### src/hdl/wcavg_pkg.sv
// ----------------------------------------------------------------------------
// wcavg_pkg
// Shared constants for the windowed count average block.
// ----------------------------------------------------------------------------
package wcavg_pkg;

  // Field widths
  localparam int CountW  = 24;   // per-second count
  localparam int GrandW  = 32;   // wrapping grand total
  localparam int WsumW   = 31;   // window sum
  localparam int WinW    = 7;    // window size and samples used
  localparam int FracOutW = 10;  // thousandths

  // Window limits
  localparam int MaxWindow   = 127;
  localparam int ResetWindow = 10;
  localparam int RingDepth   = MaxWindow + 1;
  localparam int RingAw      = $clog2(RingDepth);

  // Divider sizing: quotient pass over the window sum, fraction pass over
  // remainder * 1000
  localparam int Thousand = 1000;
  localparam int DivW     = WsumW;
  localparam int FracW    = $clog2(MaxWindow * Thousand);
  localparam int DivCntW  = $clog2(DivW);

endpackage

### src/hdl/wcavg_if.sv
// ----------------------------------------------------------------------------
// wcavg_if
// Valid/ready channels of the windowed count average block.
// ----------------------------------------------------------------------------

// Input channel: one per-second count per transaction
interface wcavg_in_if;
  logic                           valid;
  logic                           ready;
  logic [wcavg_pkg::CountW-1:0]   second_count_value;

  modport source (output valid, output second_count_value, input ready);
  modport sink   (input valid, input second_count_value, output ready);
endinterface

// Result channel: totals and average per transaction
interface wcavg_out_if;
  logic                            valid;
  logic                            ready;
  logic [wcavg_pkg::GrandW-1:0]    grand_total;
  logic [wcavg_pkg::WsumW-1:0]     window_total;
  logic [wcavg_pkg::CountW-1:0]    average_whole;
  logic [wcavg_pkg::FracOutW-1:0]  average_thousandths;
  logic [wcavg_pkg::WinW-1:0]      samples_used;

  modport source (output valid, output grand_total, output window_total,
                  output average_whole, output average_thousandths,
                  output samples_used, input ready);
  modport sink   (input valid, input grand_total, input window_total,
                  input average_whole, input average_thousandths,
                  input samples_used, output ready);
endinterface

// Configuration channel: window size write
interface wcavg_cfg_if;
  logic                         valid;
  logic                         ready;
  logic [wcavg_pkg::WinW-1:0]   window_size;

  modport source (output valid, output window_size, input ready);
  modport sink   (input valid, input window_size, output ready);
endinterface

### src/hdl/wcavg_ram.sv
// ----------------------------------------------------------------------------
// wcavg_ram
// Generic simple dual-port RAM: one write port, one read port, registered read.
// ----------------------------------------------------------------------------
module wcavg_ram #(
  parameter int Width = 8,
  parameter int Depth = 16
) (
  input  logic                     clk_i,
  input  logic                     we_i,
  input  logic [$clog2(Depth)-1:0] waddr_i,
  input  logic [Width-1:0]         wdata_i,
  input  logic                     re_i,
  input  logic [$clog2(Depth)-1:0] raddr_i,
  output logic [Width-1:0]         rdata_o
);

  logic [Width-1:0] mem_q [Depth];
  logic [Width-1:0] rdata_q;

  always_ff @(posedge clk_i) begin
    if (we_i) begin
      mem_q[waddr_i] <= wdata_i;
    end
    if (re_i) begin
      rdata_q <= mem_q[raddr_i];
    end
  end

  assign rdata_o = rdata_q;

endmodule

### src/hdl/windowed_count_average_core.sv
// ----------------------------------------------------------------------------
// windowed_count_average_core
// Running grand total, windowed sum over a count ring and its average with
// thousandths, from a bit-serial divider.
// ----------------------------------------------------------------------------
//
//  Port   | Dir | Carries
//  -------+-----+---------------------------------------------------------
//  cfg_i  | in  | window_size write (clears the window state)
//  in_i   | in  | second_count_value
//  out_o  | out | grand_total, window_total, average_whole,
//         |     | average_thousandths, samples_used
//
//  Each item runs in order: accept with ring write/read, the registered ring
//  read and sum update, 31 quotient steps and 17 fraction steps of the shared
//  shift-subtract divider, then loading the result into the output register.
//  Reset clears all control registers; the ring gets no clearing pass, ring
//  entries not yet reached since the last clear read as zero via a wrap flag.
//  in_i is ready only between items; a result waits in the output register,
//  and a finished item holds in its last step until that register is free.
// ----------------------------------------------------------------------------
module windowed_count_average_core (
  input  logic          clk_i,
  input  logic          rst_ni,
  wcavg_cfg_if.sink     cfg_i,
  wcavg_in_if.sink      in_i,
  wcavg_out_if.source   out_o
);

  // Sequencer states
  localparam logic [2:0] StIdle = 3'd0;
  localparam logic [2:0] StRead = 3'd1;
  localparam logic [2:0] StDivQ = 3'd2;
  localparam logic [2:0] StDivF = 3'd3;
  localparam logic [2:0] StDone = 3'd4;

  logic [2:0]                         state_q, state_d;
  logic [wcavg_pkg::WinW-1:0]         win_q, win_d;
  logic [wcavg_pkg::RingAw-1:0]       pos_q, pos_d;
  logic [wcavg_pkg::WinW-1:0]         fill_q, fill_d;
  logic                               wrapped_q, wrapped_d;
  logic                               leave_ok_q, leave_ok_d;
  logic [wcavg_pkg::WsumW-1:0]        wsum_q, wsum_d;
  logic [wcavg_pkg::GrandW-1:0]       grand_q, grand_d;
  logic [wcavg_pkg::CountW-1:0]       val_q, val_d;
  logic [wcavg_pkg::DivW-1:0]         div_q, div_d;
  logic [wcavg_pkg::WinW-1:0]         rem_q, rem_d;
  logic [wcavg_pkg::DivCntW-1:0]      cnt_q, cnt_d;
  logic [wcavg_pkg::CountW-1:0]       whole_q, whole_d;
  logic [wcavg_pkg::FracOutW-1:0]     frac_q, frac_d;

  logic                               ov_q, ov_d;
  logic [wcavg_pkg::GrandW-1:0]       o_grand_q, o_grand_d;
  logic [wcavg_pkg::WsumW-1:0]        o_wsum_q, o_wsum_d;
  logic [wcavg_pkg::CountW-1:0]       o_whole_q, o_whole_d;
  logic [wcavg_pkg::FracOutW-1:0]     o_frac_q, o_frac_d;
  logic [wcavg_pkg::WinW-1:0]         o_fill_q, o_fill_d;

  logic                               in_acc;
  logic [wcavg_pkg::RingAw-1:0]       wr_pos;
  logic                               wrap_now;
  logic [wcavg_pkg::RingAw-1:0]       nxt_pos;
  logic [wcavg_pkg::CountW-1:0]       rd_data;
  logic [wcavg_pkg::CountW-1:0]       leaving;
  logic [wcavg_pkg::WsumW:0]          wsum_ext;
  logic [wcavg_pkg::WinW:0]           trial;
  logic                               trial_ge;
  logic [wcavg_pkg::WinW-1:0]         step_rem;
  logic [wcavg_pkg::DivW-1:0]         step_div;
  logic [wcavg_pkg::FracW-1:0]        frac_prod;
  logic [wcavg_pkg::WinW-1:0]         cfg_win;

  // Handshakes
  assign cfg_i.ready = 1'b1;
  assign in_i.ready  = (state_q == StIdle);
  assign in_acc      = in_i.valid && in_i.ready;

  // Ring pointer: write at the current slot, read the slot it advances to
  assign wr_pos   = (pos_q > win_q) ? '0 : pos_q;
  assign wrap_now = (wr_pos >= win_q);
  assign nxt_pos  = wrap_now ? '0 : wr_pos + 1'b1;

  // Count ring
  wcavg_ram #(
    .Width (wcavg_pkg::CountW),
    .Depth (wcavg_pkg::RingDepth)
  ) u_ring (
    .clk_i   (clk_i),
    .we_i    (in_acc),
    .waddr_i (wr_pos),
    .wdata_i (in_i.second_count_value),
    .re_i    (in_acc),
    .raddr_i (nxt_pos),
    .rdata_o (rd_data)
  );

  // Entry leaving the window; slots not written since the clear read as zero
  assign leaving  = leave_ok_q ? rd_data : '0;
  assign wsum_ext = {1'b0, wsum_q} + (wcavg_pkg::WsumW+1)'(val_q)
                    - (wcavg_pkg::WsumW+1)'(leaving);

  // One shift-subtract divider step, divisor = samples used
  assign trial    = {rem_q, div_q[wcavg_pkg::DivW-1]};
  assign trial_ge = (trial >= {1'b0, fill_q});
  assign step_rem = trial_ge ? wcavg_pkg::WinW'(trial - {1'b0, fill_q})
                             : trial[wcavg_pkg::WinW-1:0];
  assign step_div = {div_q[wcavg_pkg::DivW-2:0], trial_ge};

  // Remainder scaled by one thousand for the fraction pass
  assign frac_prod = wcavg_pkg::FracW'(step_rem) *
                     wcavg_pkg::FracW'(wcavg_pkg::Thousand);

  // Window size as written: zero taken as one, saturate at the ring limit
  always_comb begin
    cfg_win = cfg_i.window_size;
    if (cfg_win == '0) begin
      cfg_win = wcavg_pkg::WinW'(1);
    end
    if (int'(cfg_win) > wcavg_pkg::MaxWindow) begin
      cfg_win = wcavg_pkg::WinW'(wcavg_pkg::MaxWindow);
    end
  end

  // Sequencer and datapath
  always_comb begin
    state_d    = state_q;
    win_d      = win_q;
    pos_d      = pos_q;
    fill_d     = fill_q;
    wrapped_d  = wrapped_q;
    leave_ok_d = leave_ok_q;
    wsum_d     = wsum_q;
    grand_d    = grand_q;
    val_d      = val_q;
    div_d      = div_q;
    rem_d      = rem_q;
    cnt_d      = cnt_q;
    whole_d    = whole_q;
    frac_d     = frac_q;
    ov_d       = ov_q && !out_o.ready;
    o_grand_d  = o_grand_q;
    o_wsum_d   = o_wsum_q;
    o_whole_d  = o_whole_q;
    o_frac_d   = o_frac_q;
    o_fill_d   = o_fill_q;

    unique case (state_q)
      StIdle: begin
        if (in_acc) begin
          grand_d    = grand_q + wcavg_pkg::GrandW'(in_i.second_count_value);
          val_d      = in_i.second_count_value;
          pos_d      = nxt_pos;
          leave_ok_d = wrapped_q || wrap_now;
          wrapped_d  = wrapped_q || wrap_now;
          if (fill_q < win_q) begin
            fill_d = fill_q + 1'b1;
          end
          state_d = StRead;
        end
      end
      StRead: begin
        wsum_d  = wsum_ext[wcavg_pkg::WsumW-1:0];
        div_d   = wsum_ext[wcavg_pkg::WsumW-1:0];
        rem_d   = '0;
        cnt_d   = '0;
        state_d = StDivQ;
      end
      StDivQ: begin
        div_d = step_div;
        rem_d = step_rem;
        cnt_d = cnt_q + 1'b1;
        if (cnt_q == wcavg_pkg::DivCntW'(wcavg_pkg::DivW - 1)) begin
          whole_d = step_div[wcavg_pkg::CountW-1:0];
          div_d   = {frac_prod, (wcavg_pkg::DivW - wcavg_pkg::FracW)'(0)};
          rem_d   = '0;
          cnt_d   = '0;
          state_d = StDivF;
        end
      end
      StDivF: begin
        div_d = step_div;
        rem_d = step_rem;
        cnt_d = cnt_q + 1'b1;
        if (cnt_q == wcavg_pkg::DivCntW'(wcavg_pkg::FracW - 1)) begin
          frac_d  = step_div[wcavg_pkg::FracOutW-1:0];
          state_d = StDone;
        end
      end
      StDone: begin
        if (!ov_q || out_o.ready) begin
          ov_d      = 1'b1;
          o_grand_d = grand_q;
          o_wsum_d  = wsum_q;
          o_whole_d = whole_q;
          o_frac_d  = frac_q;
          o_fill_d  = fill_q;
          state_d   = StIdle;
        end
      end
      default: begin
        state_d = StIdle;
      end
    endcase

    // Window size write clears the window state, grand total kept
    if (cfg_i.valid && cfg_i.ready) begin
      win_d      = cfg_win;
      pos_d      = '0;
      fill_d     = '0;
      wsum_d     = '0;
      wrapped_d  = 1'b0;
      leave_ok_d = 1'b0;
    end
  end

  // Control and state registers
  always_ff @(posedge clk_i or negedge rst_ni) begin
    if (!rst_ni) begin
      state_q    <= StIdle;
      win_q      <= wcavg_pkg::WinW'(wcavg_pkg::ResetWindow);
      pos_q      <= '0;
      fill_q     <= '0;
      wrapped_q  <= 1'b0;
      leave_ok_q <= 1'b0;
      wsum_q     <= '0;
      grand_q    <= '0;
      cnt_q      <= '0;
      ov_q       <= 1'b0;
    end else begin
      state_q    <= state_d;
      win_q      <= win_d;
      pos_q      <= pos_d;
      fill_q     <= fill_d;
      wrapped_q  <= wrapped_d;
      leave_ok_q <= leave_ok_d;
      wsum_q     <= wsum_d;
      grand_q    <= grand_d;
      cnt_q      <= cnt_d;
      ov_q       <= ov_d;
    end
  end

  // Payload registers
  always_ff @(posedge clk_i) begin
    val_q     <= val_d;
    div_q     <= div_d;
    rem_q     <= rem_d;
    whole_q   <= whole_d;
    frac_q    <= frac_d;
    o_grand_q <= o_grand_d;
    o_wsum_q  <= o_wsum_d;
    o_whole_q <= o_whole_d;
    o_frac_q  <= o_frac_d;
    o_fill_q  <= o_fill_d;
  end

  // Result channel
  assign out_o.valid               = ov_q;
  assign out_o.grand_total         = o_grand_q;
  assign out_o.window_total        = o_wsum_q;
  assign out_o.average_whole       = o_whole_q;
  assign out_o.average_thousandths = o_frac_q;
  assign out_o.samples_used        = o_fill_q;

endmodule

### src/flat_wrapper.sv
// flat-port wrapper written by rule: the top's interface ports become plain ports
module windowed_count_average_core_flat 
  (clk_i, rst_ni, cfg_i_valid, cfg_i_window_size, cfg_i_ready, in_i_valid, in_i_second_count_value, in_i_ready, out_o_valid, out_o_grand_total, out_o_window_total, out_o_average_whole, out_o_average_thousandths, out_o_samples_used, out_o_ready);
  wcavg_cfg_if cfg_i_i ();
  wcavg_in_if in_i_i ();
  wcavg_out_if out_o_i ();
  input  logic clk_i;
  input  logic rst_ni;
  input wire logic [$bits(cfg_i_i.valid)-1:0] cfg_i_valid;
  input wire logic [$bits(cfg_i_i.window_size)-1:0] cfg_i_window_size;
  output wire logic [$bits(cfg_i_i.ready)-1:0] cfg_i_ready;
  input wire logic [$bits(in_i_i.valid)-1:0] in_i_valid;
  input wire logic [$bits(in_i_i.second_count_value)-1:0] in_i_second_count_value;
  output wire logic [$bits(in_i_i.ready)-1:0] in_i_ready;
  output wire logic [$bits(out_o_i.valid)-1:0] out_o_valid;
  output wire logic [$bits(out_o_i.grand_total)-1:0] out_o_grand_total;
  output wire logic [$bits(out_o_i.window_total)-1:0] out_o_window_total;
  output wire logic [$bits(out_o_i.average_whole)-1:0] out_o_average_whole;
  output wire logic [$bits(out_o_i.average_thousandths)-1:0] out_o_average_thousandths;
  output wire logic [$bits(out_o_i.samples_used)-1:0] out_o_samples_used;
  input wire logic [$bits(out_o_i.ready)-1:0] out_o_ready;
  assign cfg_i_i.valid = cfg_i_valid;
  assign cfg_i_i.window_size = cfg_i_window_size;
  assign cfg_i_ready = cfg_i_i.ready;
  assign in_i_i.valid = in_i_valid;
  assign in_i_i.second_count_value = in_i_second_count_value;
  assign in_i_ready = in_i_i.ready;
  assign out_o_valid = out_o_i.valid;
  assign out_o_grand_total = out_o_i.grand_total;
  assign out_o_window_total = out_o_i.window_total;
  assign out_o_average_whole = out_o_i.average_whole;
  assign out_o_average_thousandths = out_o_i.average_thousandths;
  assign out_o_samples_used = out_o_i.samples_used;
  assign out_o_i.ready = out_o_ready;
  windowed_count_average_core u_core (.clk_i(clk_i), .rst_ni(rst_ni), .cfg_i(cfg_i_i), .in_i(in_i_i), .out_o(out_o_i));
endmodule
### config.mk
export PLATFORM = sky130hd
export DESIGN_NAME = windowed_count_average_core_flat
export DESIGN_NICKNAME = d
export VERILOG_FILES = /design/src/hdl/wcavg_pkg.sv /design/src/hdl/wcavg_if.sv /design/src/hdl/wcavg_ram.sv /design/src/hdl/windowed_count_average_core.sv /design/src/flat_wrapper.sv
export SDC_FILE = /design/constraint.sdc
export NUM_CORES = 2
export LEC_CHECK = 0
export BUFFER_PORTS_ARGS = -buffer_cell sky130_fd_sc_hd__buf_2
export CAP_MARGIN = 20
export CELL_PAD_IN_SITES_DETAIL_PLACEMENT = 1
export CELL_PAD_IN_SITES_GLOBAL_PLACEMENT = 1
export CORE_AREA = 2 2 433 607
export CTS_CLUSTER_DIAMETER = 100
export CTS_CLUSTER_SIZE = 8
export DETAILED_ROUTE_END_ITERATION = 10
export DIE_AREA = 0 0 435 609
export PLACE_DENSITY_LB_ADDON = 0.3
export SLEW_MARGIN = 20
export SYNTH_ARGS = -nofsm -noshare
export SYNTH_HDL_FRONTEND = slang
export SYNTH_SLANG_ARGS = --single-unit
### constraint.sdc
create_clock -name clk_i -period 9.4 [get_ports clk_i]
set_clock_uncertainty 0.1 [all_clocks]
set_input_delay 0 -clock clk_i [delete_from_list [all_inputs] [get_ports clk_i]]
set_output_delay 0 -clock clk_i [all_outputs]
set_load 0.02 [all_outputs]
==> results by group <==
Status
  • Status: finished clean

Route
  • Drt via density: 7.049
  • Antenna-violating nets left: 0
  • Total Wirelength: 543300 µm
  • First drt pass iteration count: 6
  • First DRT Iteration DRCs: 16140
  • Via count: 97430
  • Avg WL per Cell: 39.31 µm
  • Drc violations: 0

Floorplan
  • FP Rows: 222
  • Die height: roughly 600 µm
  • CORE AREA: 260000 µm²
  • Initial core utilization: approximately 53%
  • DIE WIDTH: between 400 and 500 µm
  • Die area: 264900 µm²
  • Number of top-level pins: 143

Layout
  • Fillers: 24260
  • Register area: 101300 µm²
  • Synthesis-to-finish area growth: 14.26%
  • Multi-input gate area: 32920 µm²
  • Nets: 10370
  • Final non-filler cell total: 13820
  • Share of layout cells above drive strength 1: 12.47%

Setup path
  • Worst path bufs/invs: 6
  • Worst setup SP type: register
  • Critical path class: register to register
  • Critical Path RT: 9.95 ns
  • Largest delay share family, worst path: compound AO/OA/AOI/OAI gates
  • Worst path slowest cell: o22ai_1
  • Critical Path AT: 9.06 ns
  • Worst-path fanout max: 58
  • R2R depth: 22
  • Worst path cell trace: buf_4 -> ha_1 -> a21oi_1 -> a21oi_2 -> o31ai_4 -> buf_4 -> nand2_1 -> inv_2 -> ha_1 -> a21oi_1 -> o21ai_1 -> a211oi_4 -> buf_4 -> o21ai_4 -> buf_12 -> buf_4 -> nand3_1 -> o211ai_1 -> o22ai_1 -> nor3_1 -> a211oi_1 -> a31oi_1
  • Most used cell, CP: buf_4
  • Worst stage delay on the critical path: ~0.95 ns
  • Crit. End Element: register
  • Worst path depth: 22

Clock tree
  • CTS clk-pin slew, worst paths: 0.05 ns
  • H-Tree Depth: 5
  • Post-CTS Setup Bufs: 0
  • Clock sinks: 3390
  • Num CTS Buffers: 465
  • Clk_lat worst skew: 0.99 ns
  • CTS tree: done
  • Clock Path Buffers: 4
  • Clock Root Buffer: clkbuf_16

GRT
  • Initial antenna violation count: 61
  • Total gr overflow: 0
  • Vias in the first global route: 101400
  • Gr usage total: 40.33%
  • Largest net degree at the start of global routing: roughly 140
  • First-pass GRT wire length: about 750000 µm

Synthesis
  • Ys async rst share: ~2.8%
  • Top cells by area, synth: edfxtp_1 72%, nand2_1 4.4%, nand3_1 2.5%
  • Mean Syn Cell Area: 14.10 µm²
  • Area leader, netlist: edfxtp_1
  • Mapped Area: 137000 µm²
  • Synth Warn #: 0
  • Post-synthesis sequential area ratio: 73.94%
  • Yosys reg bits: 3390
  • Post-Synthesis Cells: 9716
  • Most numerous cell in the Yosys netlist: edfxtp_1
  • Post-synth EDFFs: ~3300
  • Top-area cell type share of the netlist area: 72.23%
  • Synth cell types: 100
  • Most common flop cell mapped by yosys: edfxtp_1
  • Post-Syn Nets: 9916
  • Top post-synthesis cells by count: 3296 x edfxtp_1, 1611 x nand2_1, 672 x nand3_1

Timing
  • Slew HR: 13.07%
  • Final Hold Fails: 0
  • Setup TNS: 0 ns
  • Achievable Freq: 117.6 MHz
  • Final setup vio count: 0
  • Final worst path period need: 8.504 ns
  • Final Cycle Share: 90.47%
  • Measured slew at the worst slew-check pin: 1.288 ns
  • RSZ-0062 raised after global routing: false
  • Max Slew Vio Count: 0

Power and ir drop
  • Pwr/cell area: around 260 nW/µm²
  • Leakage dissipation: approximately 52 nW
  • Maximum vdd drop: 1.258 mV

Worst hold path
  • Worst Hold Class: input pin to register
  • Hold path depth: 2

Placement
  • Post-detail-place hpwl: 313800 µm
  • Cell count after placement: 13100
  • IO Port Bufs: 141
  • Routability Congestion: 0.9414

Run
  • Max-Cap Viols: 0
## repair_timing
action,4_1_cts,5_1_grt
endpoints found under the hold margin,1812,0
resized for setup,0,0
hold buffers,69,0
## path summary, 6_finish.rpt
path | start | to | slack (ns)
max | u_core.pos_q[2] | u_core.u_ring.rdata_o[16] | 0.90
min | in_i_second_count_value[19] | u_core.u_ring.mem_q[114][19] | 0.02
max reg2reg | u_core.pos_q[2] | u_core.u_ring.rdata_o[16] | 0.90
min reg2reg | u_core.whole_q[21] | u_core.out_o.average_whole[21] | 0.27
max in group asynchronous | rst_ni | u_core.wsum_q[21] | 8.32
min in group asynchronous | rst_ni | u_core.grand_q[8] | 0.12
## layer usage
metal  GRT usage, %  wire length [µm]  vias to the layer above
met2          62.42            247500                     8304
li1               -                 -                    37650
met3          11.91             69730                     2464
met5              0               253                        -
met1          46.04            170800                    48980
met4          34.42             54930                       36
## area by class of cell
class                           count  area share, %
Sequential cell                  3390          64.71
Multi-Input combinational cell   5534          21.02
Clock buffer                      582          7.739
Timing Repair Buffer              593          3.037
Tap cell                         3472          2.774
Inverter                          183         0.4443
Clock inverter                     19         0.1910
Antenna cell                       48        0.07671
## report_power, final
group | total, W | internal (W) | leakage (nW) | switching [W]
logic | 0.00799 | 0.00279 | 15.1 | 0.00520
clock network | 0.0151 | 0.00884 | 6.03 | 0.00627
registers | 0.0171 | 0.0169 | 30.9 | 0.000181
## stage by stage
step / total power (W) / hold slack [ns] / util [%] / worst slack [ns] / instance area, µm²
after floorplan: 0.02226 / -0.3956 / - / 2.756 / 137000
after global placement: 0.02501 / -0.01295 / 55.06 / 0.5865 / 143100
after detailed placement: 0.02511 / -0.01584 / 55.10 / 1.615 / 143200
after CTS: 0.04005 / 0.002229 / 60.14 / 1.507 / 156400
after global routing: 0.04133 / 0.02577 / 60.20 / 0.9779 / 156500
final: 0.04019 / 0.02174 / 60.23 / 0.8961 / 156600
## cells by family (layout without fill, tap and decap cells)
group	after synthesis	count (layout)	share of synthesized area, %
other cells	1	49	0.002736
buf+inv	792	1377	2.613
flops	3390	3390	73.94
compound gates	1719	1719	8.254
fa+ha+maj	164	164	1.733
mux	351	351	2.635
simple gates	3224	3224	10.34
xor+xnor	75	75	0.4793
## sequential cells by signal (all words and copies together) (netlist names), 10 cells and up
signal	cells
u_core.whole_q	24
u_core.out_o.grand_total	32
u_core.grand_q	32
u_core.wsum_q	31
u_core.out_o.average_whole	24
u_core.div_q	31
u_core.out_o.average_thousandths	10
u_core.frac_q	10
u_core.val_q	24
u_core.u_ring.rdata_o	24
u_core.u_ring.mem_q	3072
u_core.out_o.window_total	31
## placed cells by master, fill, tap and decap left out, types with 120 or more instances in the layout
cell and n:
edfxtp_1 3296, nand2_1 1606, nand3_1 671, clkbuf_16 467
a21oi_1 414, buf_4 372, mux2i_1 309, o21ai_0 280
nor2_1 257, nor3_1 187, a31oi_1 182, inv_1 180
o211ai_1 156, o22ai_1 132, nor2_2 129, ha_1 120
## worst register-to-register path, cell delays in order, from the launching register on
cell and delay [ns]:
dfrtp_1 0.36, buf_4 0.19, ha_1 0.35, a21oi_1 0.24, a21oi_2 0.18, o31ai_4 0.25, buf_4 0.38, nand2_1 0.24
inv_2 0.21, ha_1 0.28, a21oi_1 0.16, o21ai_1 0.18, a211oi_4 0.74, buf_4 0.71, o21ai_4 0.26, buf_12 0.28
buf_4 0.56, nand3_1 0.19, o211ai_1 0.13, o22ai_1 0.95, nor3_1 0.32, a211oi_1 0.83, a31oi_1 0.13
No activity file was read; power rests on OpenSTA's default activity.
